$ cat src/rtl/core/matrix_multiply_assert.svh
// Assertion macros for the matrix multiply block.
// Each check is clocked on clk and held off while rst_n is low.
`ifndef MATRIX_MULTIPLY_ASSERT_SVH
`define MATRIX_MULTIPLY_ASSERT_SVH

`ifndef SYNTHESIS
`define MM_ASSERT_ALWAYS(lbl, cond, msg) \
    lbl: assert property (@(posedge clk) disable iff (!rst_n) (cond)) else $error(msg);
`define MM_ASSERT_IMPLY(lbl, pre, post, msg) \
    lbl: assert property (@(posedge clk) disable iff (!rst_n) (pre) |-> (post)) else $error(msg);
`else
`define MM_ASSERT_ALWAYS(lbl, cond, msg)
`define MM_ASSERT_IMPLY(lbl, pre, post, msg)
`endif

`endif

$ cat src/rtl/core/mm_pkg.sv
package mm_pkg;

    localparam int MAX_DIM_DEF   = 8;
    localparam int FRAC_BITS_DEF = 16;

    localparam int ELEM_W    = 32;
    localparam int PROD_W    = 2 * ELEM_W;
    localparam int DIM_REG_W = 4;
    localparam int OP_W      = 2;
    localparam int POS_W     = 3;
    localparam int STATUS_W  = 2;
    localparam int CFG_IDX_W = 2;

    localparam logic [OP_W-1:0] OP_LOAD_A  = 2'd0;
    localparam logic [OP_W-1:0] OP_LOAD_B  = 2'd1;
    localparam logic [OP_W-1:0] OP_COMPUTE = 2'd2;

    localparam logic [STATUS_W-1:0] ST_OK       = 2'd0;
    localparam logic [STATUS_W-1:0] ST_EMPTY    = 2'd1;
    localparam logic [STATUS_W-1:0] ST_MISMATCH = 2'd2;

    localparam logic [CFG_IDX_W-1:0] REG_A_ROWS = 2'd0;
    localparam logic [CFG_IDX_W-1:0] REG_A_COLS = 2'd1;
    localparam logic [CFG_IDX_W-1:0] REG_B_ROWS = 2'd2;
    localparam logic [CFG_IDX_W-1:0] REG_B_COLS = 2'd3;

    typedef struct packed {
        logic clear;
        logic shift;
    } cell_ctl_t;

endpackage

$ cat src/rtl/core/mm_store.sv
module mm_store #(
    parameter int DEPTH = 64,
    parameter int AW    = 6
) (
    input  logic                      clk,
    input  logic                      rst_n,
    input  logic                      wr_en,
    input  logic [AW-1:0]             wr_addr,
    input  logic [mm_pkg::ELEM_W-1:0] wr_data,
    input  logic [AW-1:0]             rd_addr,
    output logic [mm_pkg::ELEM_W-1:0] rd_data
);
    import mm_pkg::*;

    logic [ELEM_W-1:0] mem [DEPTH];
    logic [DEPTH-1:0]  vld_reg;
    logic [ELEM_W-1:0] rd_data_reg;

    // A word never written since reset reads as zero.
    always_ff @(posedge clk or negedge rst_n)
    begin
        if (!rst_n)
        begin
            vld_reg <= '0;
        end
        else if (wr_en)
        begin
            vld_reg[wr_addr] <= 1'b1;
        end
    end

    always_ff @(posedge clk)
    begin
        if (wr_en)
        begin
            mem[wr_addr] <= wr_data;
        end
        rd_data_reg <= vld_reg[rd_addr] ? mem[rd_addr] : '0;
    end

    assign rd_data = rd_data_reg;

endmodule

$ cat config.mk
export PLATFORM = sky130hd
export DESIGN_NAME = mm_store
export DESIGN_NICKNAME = d
export VERILOG_FILES = /design/src/rtl/core/matrix_multiply_assert.svh /design/src/rtl/core/mm_pkg.sv /design/src/rtl/core/mm_store.sv
export SDC_FILE = /design/constraint.sdc
export NUM_CORES = 2
export LEC_CHECK = 0
export ABC_AREA = 1
export BUFFER_PORTS_ARGS = -buffer_cell sky130_fd_sc_hd__buf_2
export CORE_UTILIZATION = 56
export CTS_CLUSTER_SIZE = 40
export DETAILED_ROUTE_END_ITERATION = 16
export PLACE_DENSITY = 0.73
export SLEW_MARGIN = 10
export SYNTH_ARGS = -nofsm -noshare
export SYNTH_HDL_FRONTEND = slang
export SYNTH_SLANG_ARGS = --single-unit
export TNS_END_PERCENT = 5
$ cat constraint.sdc
create_clock -name clk -period 2.2 [get_ports clk]
set_input_delay 0.22 -clock clk [delete_from_list [all_inputs] [get_ports clk]]
set_output_delay 0.22 -clock clk [all_outputs]
set_load 0.03 [all_outputs]
==> impl_metrics.py <==
metrics = {
    "outcome": {
        "status": "complete, no violations",
    },
    "yosys": {
        "async_flop_share": 0.0299,
        "synth_commonest_cells": "2194 x nand2_1, 2048 x edfxtp_1, 2033 x nand3_1",
        "synth_edf_count": 2048,
        "synth.distinct_cells": 23,
        "syn_inst": 7022,
        "synth_seq_cells": 2144,
        "seq_area_frac_synth": 0.745,
        "yosysWarnings": 0,
        "synthTopCellsByArea": "edfxtp_1 72%, nand3_1 12%, nand2_1 9.6%",
        "synth_area_sq_um": 85600,
        "synth_top_flop_cell": "edfxtp_1",
        "synth_top_area_frac": 0.718,
        "synth_nets": 7069,
        "syn_avg_cell_area_sq_um": 12.2,
        "synth_most_common_cell": "nand2_1",
        "yosysTopAreaCell": "edfxtp_1",
    },
    "power": {
        "internal_power_mw": 67.1,
        "pwr-share-seq": 0.527,
        "p_leak_nw": 35.2,
        "peakVddDrop_v": 0.000951,
        "p_clk_frac": 0.405,
        "p_sw_frac": 0.224,
        "power_density_nw_per_um2": 879,
        "p_sw_mw": 19.3,
        "power_mw": 86.4,
        "p_comb_frac": 0.068,
    },
    "min_path": {
        "hp-class": "input port to flop",
    },
    "clocking": {
        "path_clk_slew_ns": 0.06,
        "cts_setup_buffers": 0,
        "insertion_delay_ns": 0.85,
        "cts_sinks": 2144,
        "cts_resized": 0,
        "cts_buffers": 206,
        "cts_tree": "done",
        "hold_buffers": 21,
        "cts_buffer_depth": 3,
        "htree_levels": 4,
        "root_buffer": "clkbuf_16",
    },
    "timing": {
        "maxSlewHeadroom": 0.249,
        "setup_viol": 0,
        "skew_ns": 0.0380,
        "totalNegativeSetupSlack_ns": 0,
        "timing.fmax_mhz": 507,
        "period_minus_slack_ns": 1.97,
        "holdWs_ns": 0.0371,
        "slew_violations": 0,
        "fin_crit_sh": 0.896,
        "max_slew.worst_pin.slew_ns": 1.13,
        "final_hold_viol_count": 0,
        "rsz0062_at_grt": "false",
    },
    "routing": {
        "vias": 58000,
        "drt_iter0_markers": 8335,
        "drtPass1Iterations": 8,
        "drtAntennaViolNets": 0,
        "drt-total-wl_um": 235000,
        "vias_per_cell": 6.15,
        "drc": 0,
        "wl_per_cell_um": 24.9,
    },
    "floorplan": {
        "die_h_um": 393,
        "core_area_sq_um": 152000,
        "io-pin-count": 79,
        "num_rows": 143,
        "die_w_um": 393,
        "die-area_sq_um": 154000,
        "initial_core_util": 0.564,
    },
    "final_layout": {
        "layout.nets": 7264,
        "final_area_sq_um": 98300,
        "syn_to_final_growth_pct": 14.9,
        "final_cells": 9427,
        "largest_reg_flops": 2048,
        "drive_gt1_frac": 0.119,
        "fill_cells": 10700,
    },
    "critical_path": {
        "crit_family": "flip-flops",
        "path_cells": "buf_2",
        "required_ns": 1.98,
        "critical_path.endpoint_type": "primary output",
        "reg2reg_slack_ns": 0.45,
        "worstSetupPathType": "flop to primary output",
        "start_kind": "flop",
        "critPathBufInv": 1,
        "crit_slowest_cell": "dfxtp_1",
        "worst-path-max-fanout": 1,
        "arrival_ns": 1.75,
        "critical-path-max-stage-delay_ns": 0.62,
    },
    "run": {
        "drv_cap": 0,
    },
    "placement": {
        "gp_congestion": 0.875,
        "place_inst": 9018,
        "dp_hpwl_um": 129000,
        "placed_area_sq_um": 91400,
        "io_buffers": 78,
    },
    "grt": {
        "grt_pass1_wl_um": 349000,
        "grt_start_max_net_pins": 124,
        "overflow": 0,
        "grt_pass1_vias": 55900,
        "antenna_found_initial": 7,
        "track_usage": 0.306,
    },
}
through the flow:
step | setup slack (ns) | util
floorplan | -0.542 | -
global placement | -0.0409 | 0.601
detailed placement | -0.0902 | 0.601
CTS | 0.236 | 0.647
global route | 0.205 | 0.647
finish | 0.228 | 0.647
cell type report:
type | instances | area (sq um) | share of cell area
Sequential cell | 2144 | 63700 | 0.648
Multi-Input combinational cell | 4397 | 19800 | 0.201
Clock buffer | 303 | 5920 | 0.0602
Timing Repair Buffer | 454 | 5420 | 0.0551
Tap cell | 2030 | 2540 | 0.0258
Clock inverter | 84 | 825 | 0.00839
Inverter | 14 | 83.8 | 0.000853
Antenna cell | 1 | 2.50 | 0.0000255
kinds of logic after synthesis:
logic type,count (synthesis),synth area share
AO/OA/AOI/OAI,3,0.000175
AND/OR/NAND/NOR,4394,0.225
flip-flops,2144,0.745
buffers and inverters,481,0.0305
final timing paths:
path | start | cells after the start | end
max | rd_data[24] | 1 | rd_data[24]
min | wr_data[15] | 2 | mem[59][15]
max reg2reg | vld_reg[11] | 11 | rd_data[11]
min reg2reg | vld_reg[39] | 1 | vld_reg[39]
max in group asynchronous | rst_n | 4 | vld_reg[40]
min in group asynchronous | rst_n | 4 | vld_reg[53]
cells in the final DEF (no fill, tap or decap), types with 2 or more instances in the layout:
master / n
buf_12: 169
clkbuf_16: 211
nand3_1: 2033
or2_2: 63
inv_6: 5
buf_2: 73
nor2_1: 31
buf_8: 3
inv_1: 6
buf_4: 187
clkinvlp_4: 3
nor3_1: 7
nor4_4: 8
inv_16: 2
bufinv_16: 12
nand2_1: 2193
clkinv_8: 4
nand4_1: 2
edfxtp_1: 2048
inv_8: 3
clkbuf_8: 29
nor2_4: 56
dlygate4sd3_1: 21
dfrtp_1: 64
dfxtp_1: 32
clkbuf_1: 63
clkinv_2: 46
clkinv_1: 16
metal layers:
layer | vias up | GRT usage | wire (um)
met5 | - | 0 | 38
met4 | 6 | 0.128 | 9600
met3 | 550 | 0.0566 | 27800
met2 | 3875 | 0.474 | 109000
met1 | 28200 | 0.428 | 88700
li1 | 25400 | - | -
power by group through the flow:
stage | clock [mW] | sequential [mW] | combinational [mW]
6_report | 35.0 | 45.5 | 5.90
5_1_grt | 36.7 | 45.5 | 6.34
4_1_cts | 35.3 | 45.5 | 5.83
3_5_place_dp | 0 | 46.4 | 5.75
3_3_place_gp | 0 | 46.4 | 5.62
2_1_floorplan | 0 | 46.4 | 3.14
No activity file was read; power rests on OpenSTA's default activity.
