## config.mk

```make
export PLATFORM = sky130hd
export DESIGN_NAME = mm_cell
export DESIGN_NICKNAME = d
export VERILOG_FILES = /design/src/rtl/core/matrix_multiply_assert.svh /design/src/rtl/core/mm_pkg.sv /design/src/rtl/core/mm_cell.sv
export SDC_FILE = /design/constraint.sdc
export NUM_CORES = 1
export LEC_CHECK = 0
export BUFFER_PORTS_ARGS = -buffer_cell sky130_fd_sc_hd__buf_2
export CORE_UTILIZATION = 51
export DETAILED_ROUTE_END_ITERATION = 10
export GPL_TIMING_DRIVEN = 0
export PLACE_DENSITY_LB_ADDON = 0.1
export SYNTH_ARGS = -nofsm -noshare
export SYNTH_HDL_FRONTEND = slang
export SYNTH_SLANG_ARGS = --single-unit
```

## constraint.sdc

```tcl
create_clock -name clk -period 8.96 [get_ports clk]
set_input_delay 0.448 -clock clk [delete_from_list [all_inputs] [get_ports clk]]
set_output_delay 0.448 -clock clk [all_outputs]
set_load 0.1 [all_outputs]
```

## src/rtl/core/matrix_multiply_assert.svh

```systemverilog
// Assertion macros for the matrix multiply block.
// Each check is clocked on clk and held off while rst_n is low.
`ifndef MATRIX_MULTIPLY_ASSERT_SVH
`define MATRIX_MULTIPLY_ASSERT_SVH

`ifndef SYNTHESIS
`define MM_ASSERT_ALWAYS(lbl, cond, msg) \
    lbl: assert property (@(posedge clk) disable iff (!rst_n) (cond)) else $error(msg);
`define MM_ASSERT_IMPLY(lbl, pre, post, msg) \
    lbl: assert property (@(posedge clk) disable iff (!rst_n) (pre) |-> (post)) else $error(msg);
`else
`define MM_ASSERT_ALWAYS(lbl, cond, msg)
`define MM_ASSERT_IMPLY(lbl, pre, post, msg)
`endif

`endif

```

## src/rtl/core/mm_pkg.sv

```systemverilog
package mm_pkg;

    localparam int MAX_DIM_DEF   = 8;
    localparam int FRAC_BITS_DEF = 16;

    localparam int ELEM_W    = 32;
    localparam int PROD_W    = 2 * ELEM_W;
    localparam int DIM_REG_W = 4;
    localparam int OP_W      = 2;
    localparam int POS_W     = 3;
    localparam int STATUS_W  = 2;
    localparam int CFG_IDX_W = 2;

    localparam logic [OP_W-1:0] OP_LOAD_A  = 2'd0;
    localparam logic [OP_W-1:0] OP_LOAD_B  = 2'd1;
    localparam logic [OP_W-1:0] OP_COMPUTE = 2'd2;

    localparam logic [STATUS_W-1:0] ST_OK       = 2'd0;
    localparam logic [STATUS_W-1:0] ST_EMPTY    = 2'd1;
    localparam logic [STATUS_W-1:0] ST_MISMATCH = 2'd2;

    localparam logic [CFG_IDX_W-1:0] REG_A_ROWS = 2'd0;
    localparam logic [CFG_IDX_W-1:0] REG_A_COLS = 2'd1;
    localparam logic [CFG_IDX_W-1:0] REG_B_ROWS = 2'd2;
    localparam logic [CFG_IDX_W-1:0] REG_B_COLS = 2'd3;

    typedef struct packed {
        logic clear;
        logic shift;
    } cell_ctl_t;

endpackage

```

## src/rtl/core/mm_cell.sv

```systemverilog
module mm_cell #(
    parameter int ID    = 0,
    parameter int IDX_W = 3,
    parameter int ACC_W = 67
) (
    input  logic                             clk,
    input  logic                             rst_n,
    input  mm_pkg::cell_ctl_t                ctl,
    input  logic                             tok_vld_i,
    input  logic [IDX_W-1:0]                 tok_col_i,
    input  logic signed [mm_pkg::PROD_W-1:0] tok_prod_i,
    output logic                             tok_vld_o,
    output logic [IDX_W-1:0]                 tok_col_o,
    output logic signed [mm_pkg::PROD_W-1:0] tok_prod_o,
    input  logic signed [ACC_W-1:0]          acc_i,
    output logic signed [ACC_W-1:0]          acc_o
);
    import mm_pkg::*;

    logic                     tok_vld_reg;
    logic [IDX_W-1:0]         tok_col_reg;
    logic signed [PROD_W-1:0] tok_prod_reg;
    logic signed [ACC_W-1:0]  acc_reg;

    always_ff @(posedge clk or negedge rst_n)
    begin
        if (!rst_n)
        begin
            tok_vld_reg <= 1'b0;
        end
        else
        begin
            tok_vld_reg <= tok_vld_i;
        end
    end

    // Products pass along the chain; only the cell owning the column adds.
    always_ff @(posedge clk)
    begin
        tok_col_reg  <= tok_col_i;
        tok_prod_reg <= tok_prod_i;
        if (ctl.clear)
        begin
            acc_reg <= '0;
        end
        else if (ctl.shift)
        begin
            acc_reg <= acc_i;
        end
        else if (tok_vld_i && (tok_col_i == IDX_W'(ID)))
        begin
            acc_reg <= acc_reg + ACC_W'(tok_prod_i);
        end
    end

    assign tok_vld_o  = tok_vld_reg;
    assign tok_col_o  = tok_col_reg;
    assign tok_prod_o = tok_prod_reg;
    assign acc_o      = acc_reg;

endmodule
```

==> results.json <==
{
  "status": "finished, final reports clean",
  "dieArea_um2": 16800,
  "crit_path_max_incr_delay_ns": 0.68,
  "fin_crit_ns": 4.25,
  "fin_skew_ns": 0.00825,
  "postSynthCellCount": 1032,
  "wire_per_inst_um": 19.5,
  "fillers": 1440,
  "wirelength_um": 30300,
  "min_path_type": "in2reg",
  "overflow": 0,
  "cp.required_ns": 9.25,
  "clock_latency_ns": 0.44,
  "drt.antenna.violating_nets": 0,
  "core_area_um2": 15900,
  "clockRootBuffer": "clkbuf_16",
  "cts_tree": "done",
  "dpl-instance-area_um2": 9930,
  "gp_congestion": 1.02,
  "fin_tns_setup_ns": 0,
  "hp-start": "tok_prod_i[35]",
  "postSynth.asyncResetShare": 0.00741,
  "fin_area_um2": 10500,
  "via_per_inst": 5.90,
  "worstSetupEndpointType": "flop",
  "drc": 0,
  "finalSetupViolCount": 0,
  "synth_mux_area_frac": 0.00482,
  "synth_top_family_by_area": "compound AO/OA/AOI/OAI gates",
  "cts_buffers": 17,
  "slew_viol_final": 0,
  "r2r-start": "acc_o[28]",
  "path_clk_slew_ns": 0.06,
  "port_buffers": 272,
  "maxSlewHeadroom": 0.251,
  "layout_common_cells": "buf_2, a21oi_1, dfxtp_1",
  "rsz0062_at_grt": "false",
  "p_per_area_nw_per_um2": 199,
  "crit_chain": "ha_1, clkbuf_1, nand4_1, nor4_1, nand3_1, a21oi_1, o31a_1, a31oi_1, o21ai_0, a21oi_1, xor2_1, o22ai_1",
  "yosys.area.top_type": "dfxtp_1",
  "synth_fa_ha_area_frac": 0.102,
  "drive_gt1_frac": 0.245,
  "ys.flop_type": "dfxtp_1",
  "fin_crit_sh": 0.474,
  "critical_path_arrival_ns": 4.53,
  "ir_drop_v": 0.000154,
  "synth_compound_area_frac": 0.301,
  "cts_hold_buf": 1,
  "synthTopCellsByArea": "dfxtp_1, ha_1, a21oi_1",
  "synth-seq-cells": 135,
  "die_w_um": 130,
  "die_h_um": 130,
  "ctsResizeCount": 0,
  "clock_sinks": 135,
  "yosysSeqAreaShare": 0.326,
  "grt_usage": 0.361,
  "synth_fp_nets": 1238,
  "power_leakage_nw": 4.93,
  "start_kind": "flop",
  "fmax_ghz": 0.236,
  "syn_to_final_growth_pct": 26.7,
  "start_util": 0.523,
  "hold_viol": 0,
  "placementRows": 46,
  "yosysWarnings": 0,
  "syn_area_um2": 8300,
  "grt_max_degree": 17,
  "synth_edf_count": 0,
  "grt_pass1_vias": 8393,
  "synthXorXnorAreaFrac": 0.0601,
  "syn_avg_cell_area_um2": 8.04,
  "worst_path_max_delay_cell": "o21ai_0",
  "grt_pass1_wl_um": 45300,
  "synth.distinct_cells": 64,
  "drtPass1Iterations": 7,
  "cp_max_fo": 7,
  "worst_pin_slew_ns": 1.11,
  "cts_buffer_depth": 2,
  "synthDominantCellAreaShare": 0.323,
  "yosys.area_share.simple": 0.163,
  "post_cts_buffers": 0,
  "dp_hpwl_um": 23500,
  "cp-startpoint": "acc_o[28]",
  "cpMostUsedCell": "a21oi_1",
  "io_pins": 274,
  "path_class": "reg2reg",
  "layout_commonest_cell": "buf_2",
  "antenna_found_initial": 2,
  "hold_slack_ns": 0.130,
  "cts_max_level": 4,
  "drtIter0Drc": 834,
  "cap_violations": 0,
  "vias": 9178,
  "fin_nets": 1530
}
[cells by family (layout without fill, tap and decap cells)]
group	count (synthesis)	after routing
AOI/OAI and AO/OA	385	385
adders and majority gates	67	67
DFF	135	135
muxes	4	4
buffers and inverters	94	399
other	0	2
xor gates and xnor gates	57	57
and+or+nand+nor	290	290
[per-stage QoR]
stage	utilization	setup slack (ns)	std cells	power [mW]
after floorplan	-	5.19	1032	1.23
after global routing	0.662	4.54	1553	2.17
after detailed placement	0.625	4.72	1520	1.40
after global placement	0.625	4.75	1520	1.40
final	0.662	4.71	1555	2.10
after CTS	0.662	4.92	1553	2.09
[area by class of cell]
cell class	instances	area, um^2	area share
Timing Repair Buffer	273	1370	0.130
Inverter	25	93.8	0.00892
Multi-Input combinational cell	803	5230	0.497
Clock buffer	19	453	0.0430
Tap cell	216	270	0.0257
Clock inverter	13	120	0.0114
Buffer	69	269	0.0256
Antenna cell	2	5.00	0.000476
Sequential cell	135	2710	0.257
[worst max-delay path, delay by kind of cell (launching register included)]
kind                       cells  cell delay [ns]
buffers and inverters          1             0.29
adders and majority gates      1             0.28
DFF                            1             0.36
and+or+nand+nor                3             0.94
xor gates and xnor gates       1             0.23
AOI/OAI and AO/OA              6             2.00
[report_power, final]
group	switching (mW)	internal [mW]
logic	0.552	0.189
registers	0.0222	0.638
clock network	0.297	0.398
[cells in the mapped netlist (5+ instances only)]
library cell and n:
inv_1 25, nor3_1 18, a21oi_1 145, a21o_1 22, o211ai_1 16, dfxtp_1 134
nand3_1 15, o22ai_1 10, xor2_1 24, ha_1 66, or2_2 6, o211a_1 19
nand4_1 27, clkbuf_1 64, nand2_1 112, o21a_1 5, and3_1 13, or3_1 5
a211oi_1 8, o21ai_0 75, nor2_1 68, nor4_1 6, a221oi_1 12, xnor2_1 33
nand2b_1 6, o21bai_1 17, a31oi_1 14
[path summary, 6_finish.rpt]
| path | slack [ns] | cells after the start | to |
|---|---|---|---|
| max | 4.71 | 12 | acc_o[63] |
| min | 0.13 | 1 | tok_prod_o[35] |
| max reg2reg | 4.71 | 12 | acc_o[63] |
| min reg2reg | 0.50 | 2 | acc_o[36] |
| max in group asynchronous | 8.54 | 2 | tok_vld_o |
| min in group asynchronous | 0.33 | 2 | tok_vld_o |
[sequential cells by signal, indices dropped and copies added, names as in the netlist]
name / count
tok_col_o: 3
acc_o: 67
tok_vld_o: 1
tok_prod_o: 64
[per-layer routing]
layer  GRT usage  routed length (um)  vias to the layer above
met4       0.168                1180                        0
met2       0.574               13500                      508
met5           0                   0                        -
met3      0.0884                2870                       81
li1            -                   -                     4402
met1       0.459               12800                     4187
(Power assumes the default switching activity.)
